File: src/tsf_pkg.sv
// shared types, constants and register indexes for the timestamp to sample frame block
`timescale 1ns / 1ps
package tsf_pkg;

    localparam int          MAX_SAMPLE_RATE_DEF = 768000;
    localparam int          ID_WIDTH_DEF        = 16;
    localparam logic [63:0] NS_PER_SEC          = 64'd1000000000;

    // one second is 1953125 << 9; 2^20 < 1953125 < 2^21
    localparam int          NS_SHIFT   = 9;
    localparam logic [63:0] NS_ODD     = 64'd1953125;
    localparam int          NS_ODD_LOG = 21;

    localparam int TIME_W   = 64;
    localparam int TAG_W    = 16;
    localparam int RATE_W   = 20;
    localparam int SECS_W   = 35;   // 2^64 / 1e9 < 2^35
    localparam int REM_W    = 30;   // remainder below 1e9
    localparam int PROD_W   = REM_W + RATE_W;
    localparam int FRAC_W   = RATE_W;
    localparam int LO_W     = 18;
    localparam int HI_W     = SECS_W - LO_W;
    localparam int FRAMES_W = 56;
    localparam int CFG_IDX_W = 3;

    typedef enum logic [2:0] {
        ST_MAPPED   = 3'd0,
        ST_INVALID  = 3'd1,
        ST_STALE    = 3'd2,
        ST_OUTSIDE  = 3'd3,
        ST_PAUSED   = 3'd4,
        ST_OVERFLOW = 3'd5
    } t_status;

    typedef enum logic [CFG_IDX_W-1:0] {
        CFG_SAMPLE_RATE  = 3'd0,
        CFG_ANCHOR_TIME  = 3'd1,
        CFG_ANCHOR_FRAME = 3'd2,
        CFG_WIN_START    = 3'd3,
        CFG_WIN_END      = 3'd4,
        CFG_PAUSED       = 3'd5,
        CFG_CLOCK_ID     = 3'd6,
        CFG_PRODUCER_ID  = 3'd7
    } t_cfg_idx;

    typedef struct packed {
        logic [TIME_W-1:0] request_time_ns;
        logic [TAG_W-1:0]  expected_owner;
        logic [TAG_W-1:0]  expected_epoch;
        logic [TAG_W-1:0]  expected_generation;
        logic [TAG_W-1:0]  expected_revision;
        logic [TAG_W-1:0]  expected_producer_domain;
        logic [TAG_W-1:0]  expected_producer_gen;
    } t_req;

    typedef struct packed {
        t_status           status;
        logic [TIME_W-1:0] sample_frame;
    } t_res;

endpackage

File: src/tsf_div.sv
// pipelined division by one second in nanoseconds: power of two shifted out, then reciprocal multiply
`timescale 1ns / 1ps
module tsf_div #(
    parameter int NUM_W  = 64,
    parameter int Q_W    = 35,
    parameter int SIDE_W = 4
) (
    input  logic              i_clk,
    input  logic              i_rst_n,
    input  logic              i_en,
    input  logic              i_vld,
    input  logic [NUM_W-1:0]  i_num,
    input  logic [SIDE_W-1:0] i_side,
    output logic              o_vld,
    output logic [Q_W-1:0]    o_quo,
    output logic [SIDE_W-1:0] o_side
);
    import tsf_pkg::*;

    // floor(x * M / 2^S) equals floor(x / odd part) for every x below 2^X_W
    localparam int X_W = NUM_W - NS_SHIFT;
    localparam int XL  = X_W / 2;
    localparam int XH  = X_W - XL;
    localparam int M_W = X_W + 1;
    localparam int ML  = M_W / 2;
    localparam int MH  = M_W - ML;
    localparam int S   = X_W + NS_ODD_LOG;
    localparam int P_W = X_W + M_W;
    localparam int R_W = S + Q_W;
    localparam logic [127:0] M_FULL =
        ((128'd1 << S) + 128'(NS_ODD) - 128'd1) / 128'(NS_ODD);
    localparam logic [M_W-1:0] M    = M_W'(M_FULL);
    localparam logic [ML-1:0]  M_LO = M[ML-1:0];
    localparam logic [MH-1:0]  M_HI = M[M_W-1:ML];

    logic [XL-1:0] x_lo;
    logic [XH-1:0] x_hi;
    assign x_lo = i_num[NS_SHIFT +: XL];
    assign x_hi = i_num[NS_SHIFT+XL +: XH];

    // stage a: four partial products
    logic              r_a_vld;
    logic [XL+ML-1:0]  r_pp_ll;
    logic [XL+MH-1:0]  r_pp_lh;
    logic [XH+ML-1:0]  r_pp_hl;
    logic [XH+MH-1:0]  r_pp_hh;
    logic [SIDE_W-1:0] r_a_side;

    always_ff @(posedge i_clk) begin
        if (!i_rst_n) begin
            r_a_vld <= 1'b0;
        end else if (i_en) begin
            r_a_vld <= i_vld;
        end
    end

    always_ff @(posedge i_clk) begin
        if (i_en) begin
            r_pp_ll  <= (XL+ML)'(x_lo) * (XL+ML)'(M_LO);
            r_pp_lh  <= (XL+MH)'(x_lo) * (XL+MH)'(M_HI);
            r_pp_hl  <= (XH+ML)'(x_hi) * (XH+ML)'(M_LO);
            r_pp_hh  <= (XH+MH)'(x_hi) * (XH+MH)'(M_HI);
            r_a_side <= i_side;
        end
    end

    // stage b: sum of the partial products
    logic              r_b_vld;
    logic [R_W-1:0]    r_prod;
    logic [SIDE_W-1:0] r_b_side;

    always_ff @(posedge i_clk) begin
        if (!i_rst_n) begin
            r_b_vld <= 1'b0;
        end else if (i_en) begin
            r_b_vld <= r_a_vld;
        end
    end

    always_ff @(posedge i_clk) begin
        if (i_en) begin
            r_prod   <= R_W'(P_W'(r_pp_ll) + (P_W'(r_pp_lh) << ML)
                             + (P_W'(r_pp_hl) << XL) + (P_W'(r_pp_hh) << (XL + ML)));
            r_b_side <= r_a_side;
        end
    end

    assign o_vld  = r_b_vld;
    assign o_quo  = r_prod[S +: Q_W];
    assign o_side = r_b_side;

endmodule
File: config.mk
export PLATFORM = sky130hd
export DESIGN_NAME = tsf_div
export DESIGN_NICKNAME = d
export VERILOG_FILES = /design/src/tsf_pkg.sv /design/src/tsf_div.sv
export SDC_FILE = /design/constraint.sdc
export NUM_CORES = 2
export LEC_CHECK = 0
export BUFFER_PORTS_ARGS = -buffer_cell sky130_fd_sc_hd__buf_2
export CAP_MARGIN = 20
export CORE_UTILIZATION = 30
export DETAILED_ROUTE_END_ITERATION = 7
export PLACE_DENSITY = 0.49
export SYNTH_ARGS = -nofsm -noshare
export SYNTH_HDL_FRONTEND = slang
export SYNTH_SLANG_ARGS = --single-unit
File: constraint.sdc
create_clock -name i_clk -period 8.79 [get_ports i_clk]
set_input_delay 0.4395 -clock i_clk [delete_from_list [all_inputs] [get_ports i_clk]]
set_output_delay 0.4395 -clock i_clk [all_outputs]
set_load 0.02 [all_outputs]
# After elaboration in Yosys (flattened, before gate mapping)
# Cells that the tools add are included.
[totals] mem_bits_ro=0 ff_bits=331 ramBits=0 inputBits=72 output_inout_bits=40 n_memories=0 latch_bits=0 wordCells=16
[op_classes] add_sub_neg=3 n_eq_ne=0 reduce_logical=0 n_mul=4 bitwise_logic=0 n_mux=0 n_shift=0 n_div=0 n_lt_le_gt_ge=0
[op_table] cell="85-bit by 111-bit adder with 111-bit output" n=1
[op_table] cell="84-bit by 80-bit adder with 85-bit output" n=1
[op_table] cell="52-bit by 83-bit adder with 84-bit output" n=1
[op_table] cell="28-bit by 26-bit multiplier with 54-bit output, second input constant" n=1
[op_table] cell="27-bit by 26-bit multiplier with 53-bit output, second input constant" n=1
[op_table] cell="28-bit by 24-bit multiplier with 52-bit output, second input constant" n=1
[op_table] cell="27-bit by 24-bit multiplier with 51-bit output, second input constant" n=1

# Longest topological paths before layout
[depth] depth_word=3 depth_mapped=25 depth_no_buf=25

# Worst setup path after synthesis
# Ideal clock, no wire load.
[synth_path] kind="input -> register" start="input port i_num[25]" end="register r_pp_lh[52], data pin" path_slack_ns=2.286 arrival_time_ns=6.238 path_stages=23 required_ns=8.524 setup_ns=0.266 path_buffers=1 cell_sequence="inv_1 -> fa_1 -> inv_1 -> fa_1 -> ha_1 -> fa_1 -> fa_1 -> fa_1 -> inv_1 -> fa_1 -> inv_1 -> ha_1 -> clkbuf_1 -> and3_1 -> nor2b_1 -> a2111oi_0 -> a21oi_1 -> a41oi_2 -> o21ai_2 -> a31oi_2 -> o22ai_1 -> o41ai_1 -> xnor2_1"
[synth_between] elab_chain_len=1
[synth_lines] element="start, declared" line="tsf_div.sv:12" rtl="input logic [NUM_W-1:0] i_num,"
[synth_lines] element="27-bit by 26-bit multiplier with 53-bit output" line="tsf_div.sv:60" rtl="r_pp_lh <= (XL+MH)'(x_lo) * (XL+MH)'(M_HI);"
[synth_lines] element="end signal, assigned" line="tsf_div.sv:60"
[synth_lines] element="end, declared" line="tsf_div.sv:44" rtl="logic [XL+MH-1:0] r_pp_lh;"
# Every way passes these cells.
# A chain may end at the register's enable or synchronous reset.

# Final worst setup path
[layout_path] start="input port i_num[24]" end="register r_pp_lh[52], data pin"
# Same word-level chain as after synthesis.

==> metrics.txt <==
outcome complete, no violations; Peak Freq 0.134 GHz; synthesis-to-finish area growth 9.02%; setup violators final 0; fin. max-slew vios 0; Register Area 6800 µm²; Reg clk slew, reported paths 60 ps; Clock Latency Late Sink 580 ps; crit start category primary input; Fill cells 19.2k; setup TNS 0 ps; number of synthesized flops with an enable pin 225; flops & latches, synth 227; RSZ-0062 raised after global routing no; Final Hold Fails 0; share of post-route cells with drive strength above 1 4.46%; Post-DRT Antenna Nets 0; CTS tree done; Max Clock Skew 20.7 ps; Die H 435 µm; Routed wire per std cell 20.7 µm; commonest non-fill, non-tap cell in the layout inv_1; largest net degree at the start of global routing 140; measured slew at the worst slew-check pin 1050 ps; CTS sink cnt 227; Yosys cell types 86; Via Count 37.0k; Detailed Route WL 167000 µm; 1st-pass router iterations 5; # rows 158; Hold Path Class primary input to flip-flop; Resize count post-CTS 0; Main synth FF type edfxtp_1; Syn Area/Cell 10.4 µm²; Ys Warns 0; max incr delay on CP 670 ps; die footprint 189000 µm²; initial antenna violation count 2; Crit Path Max Fanout 14; vias in the first global route 40.3k; register area share after synthesis 12.1%; min Tclk post-route 7440 ps; PortBufs 102; MaxCap Viol Count 0; mapped cell area 56200 µm²; data arrival time of the critical path 7740 ps; Initial Utilization 30.2%; core area 186000 µm²; most frequent cells in the layout 1613 x inv_1, 1150 x ha_1, 1002 x fa_1; Syn Nets 7607; Final #Nets 7757; area of the multi-input gates 43200 µm²; number of I/O pins 112; CTS Hold Bufs 0; Mapped Cells 5383; GPL Wtd Cong 0.939; FFs w/ async S/R, synth 0%; setup bufs post-CTS 0; root buffer cell clkbuf_16; slowest library cell on the worst path fa_1; routed vias/inst 4.60; global-route wire length before repair 254000 µm; drc violations 0; Num CTS Buffers 35; CTS max path bufs 3; WP data required 9080 ps; Detailed Place HPWL 147000 µm; H-tree depth 2; Die Span X 435 µm; DRT iter0 DRCs 1838; GRT Residual Overflow 0; Setup crit end kind flip-flop; Total Routing Usage GR 17.9%; max_slew headroom 29.8%; Crit Path Class primary input to flip-flop; final clock period utilization by the worst path 84.7%
==> critical path: cells and delay by family <==
kind	cells	cell delay, ps
xor gates and xnor gates	1	170
buffers and inverters	7	710
AOI/OAI and AO/OA	9	2450
adders and majority gates	8	3950
==> cell type report <==
type | instances | share of cell area, %
Antenna cell | 2 | 0.00817
Clock buffer | 37 | 1.48
Clock inverter | 27 | 0.474
Inverter | 1613 | 9.88
Multi-Input combinational cell | 3503 | 70.5
Sequential cell | 227 | 11.1
Tap cell | 2480 | 5.06
Timing Repair Buffer | 153 | 1.49
==> Yosys cell counts, types with 5 or more instances <==
cell      instances  share of area, %
a21oi_1         207               1.8
fa_1           1002                36
a211oi_1         11              0.15
nor4_1            5             0.056
nor2b_1          27              0.30
nor2_1           84              0.56
inv_1          1613                11
nand2_1         101              0.67
a21o_1          141               1.9
xor2_1           88               1.4
o31ai_1          11              0.15
mux2i_1           5             0.089
and2_1           22              0.24
a21boi_0          5             0.067
a211o_1           7              0.11
nor3_1           21              0.19
and4_1            8              0.12
or3_1             5             0.056
o21bai_1         30              0.40
a221oi_1          5             0.078
o211ai_1         12              0.16
nand2b_1         17              0.19
o21ai_1          23              0.20
clkbuf_1         35              0.23
nand4_1          48              0.53
nand3_1          61              0.54
edfxtp_1        225                12
a31oi_1          28              0.31
xnor2_1         134               2.1
ha_1           1150                26
and3_1           30              0.33
or2_2             7             0.078
nor3b_1           6             0.080
o21ai_0          83              0.74
o21a_1           25              0.33
==> routing by layer <==
metal	share of wire [%]	GRT usage, %	vias up	routed length (µm)
met5	0	0	-	0
met4	2.4	4.00	0	3950
met3	3.2	1.79	129	5400
met2	49	31.3	584	82300
met1	45	23.8	18800	74900
li1	-	-	17500	-
==> per-stage QoR <==
| step | util [%] | setup WS (ps) | hold slack, ps | area, µm² | instances |
|---|---|---|---|---|---|
| 6_report | 33.0 | 1350 | 59.3 | 61300 | 8042 |
| 5_1_grt | 33.0 | 997 | 19.4 | 61300 | 8041 |
| 4_1_cts | 33.0 | 1370 | 3.81 | 61300 | 8040 |
| 3_5_place_dp | 32.3 | 785 | 407 | 60100 | 7976 |
| 3_3_place_gp | 32.3 | 891 | 401 | 60100 | 7976 |
| 2_1_floorplan | - | 2290 | 400 | 56200 | 5383 |
==> final timing paths <==
kind | startpoint | endpoint | slack (ps) | cells after the start
hold reg to reg | r_a_side[1]$_DFFE_PP_ | o_side[1]$_DFFE_PP_ | 420 | 0
setup reg to reg | r_pp_hl[44]$_DFFE_PP_ | r_prod[92]$_DFFE_PP_ | 4200 | 13
setup / recovery | i_num[24] | r_pp_lh[52]$_DFFE_PP_ | 1350 | 25
hold / removal | i_side[1] | r_a_side[1]$_DFFE_PP_ | 60 | 1
==> state kept, by name, summed over array words and instances (netlist names) <==
name / count
r_a_vld: 1
r_pp_lh: 53
r_a_side: 4
o_vld: 1
r_pp_hh: 54
r_pp_hl: 51
r_pp_ll: 24
o_side: 4
r_prod: 35
==> cell families (layout without fill, tap and decap cells) <==
kind of cell,after synthesis,count (layout),share of synthesized area (%)
and+or+nand+nor,456,456,4.17
adders and majority gates,2152,2152,61.3
xor gates and xnor gates,222,222,3.46
buffers and inverters,1653,1830,11.0
other,0,2,0
AOI/OAI and AO/OA,668,668,7.86
DFF,227,227,12.1
muxes,5,5,0.0890
Power is left out: the tool's default activity adds up to more than one toggle a clock period on the data nets, which glitch-free logic cannot reach.
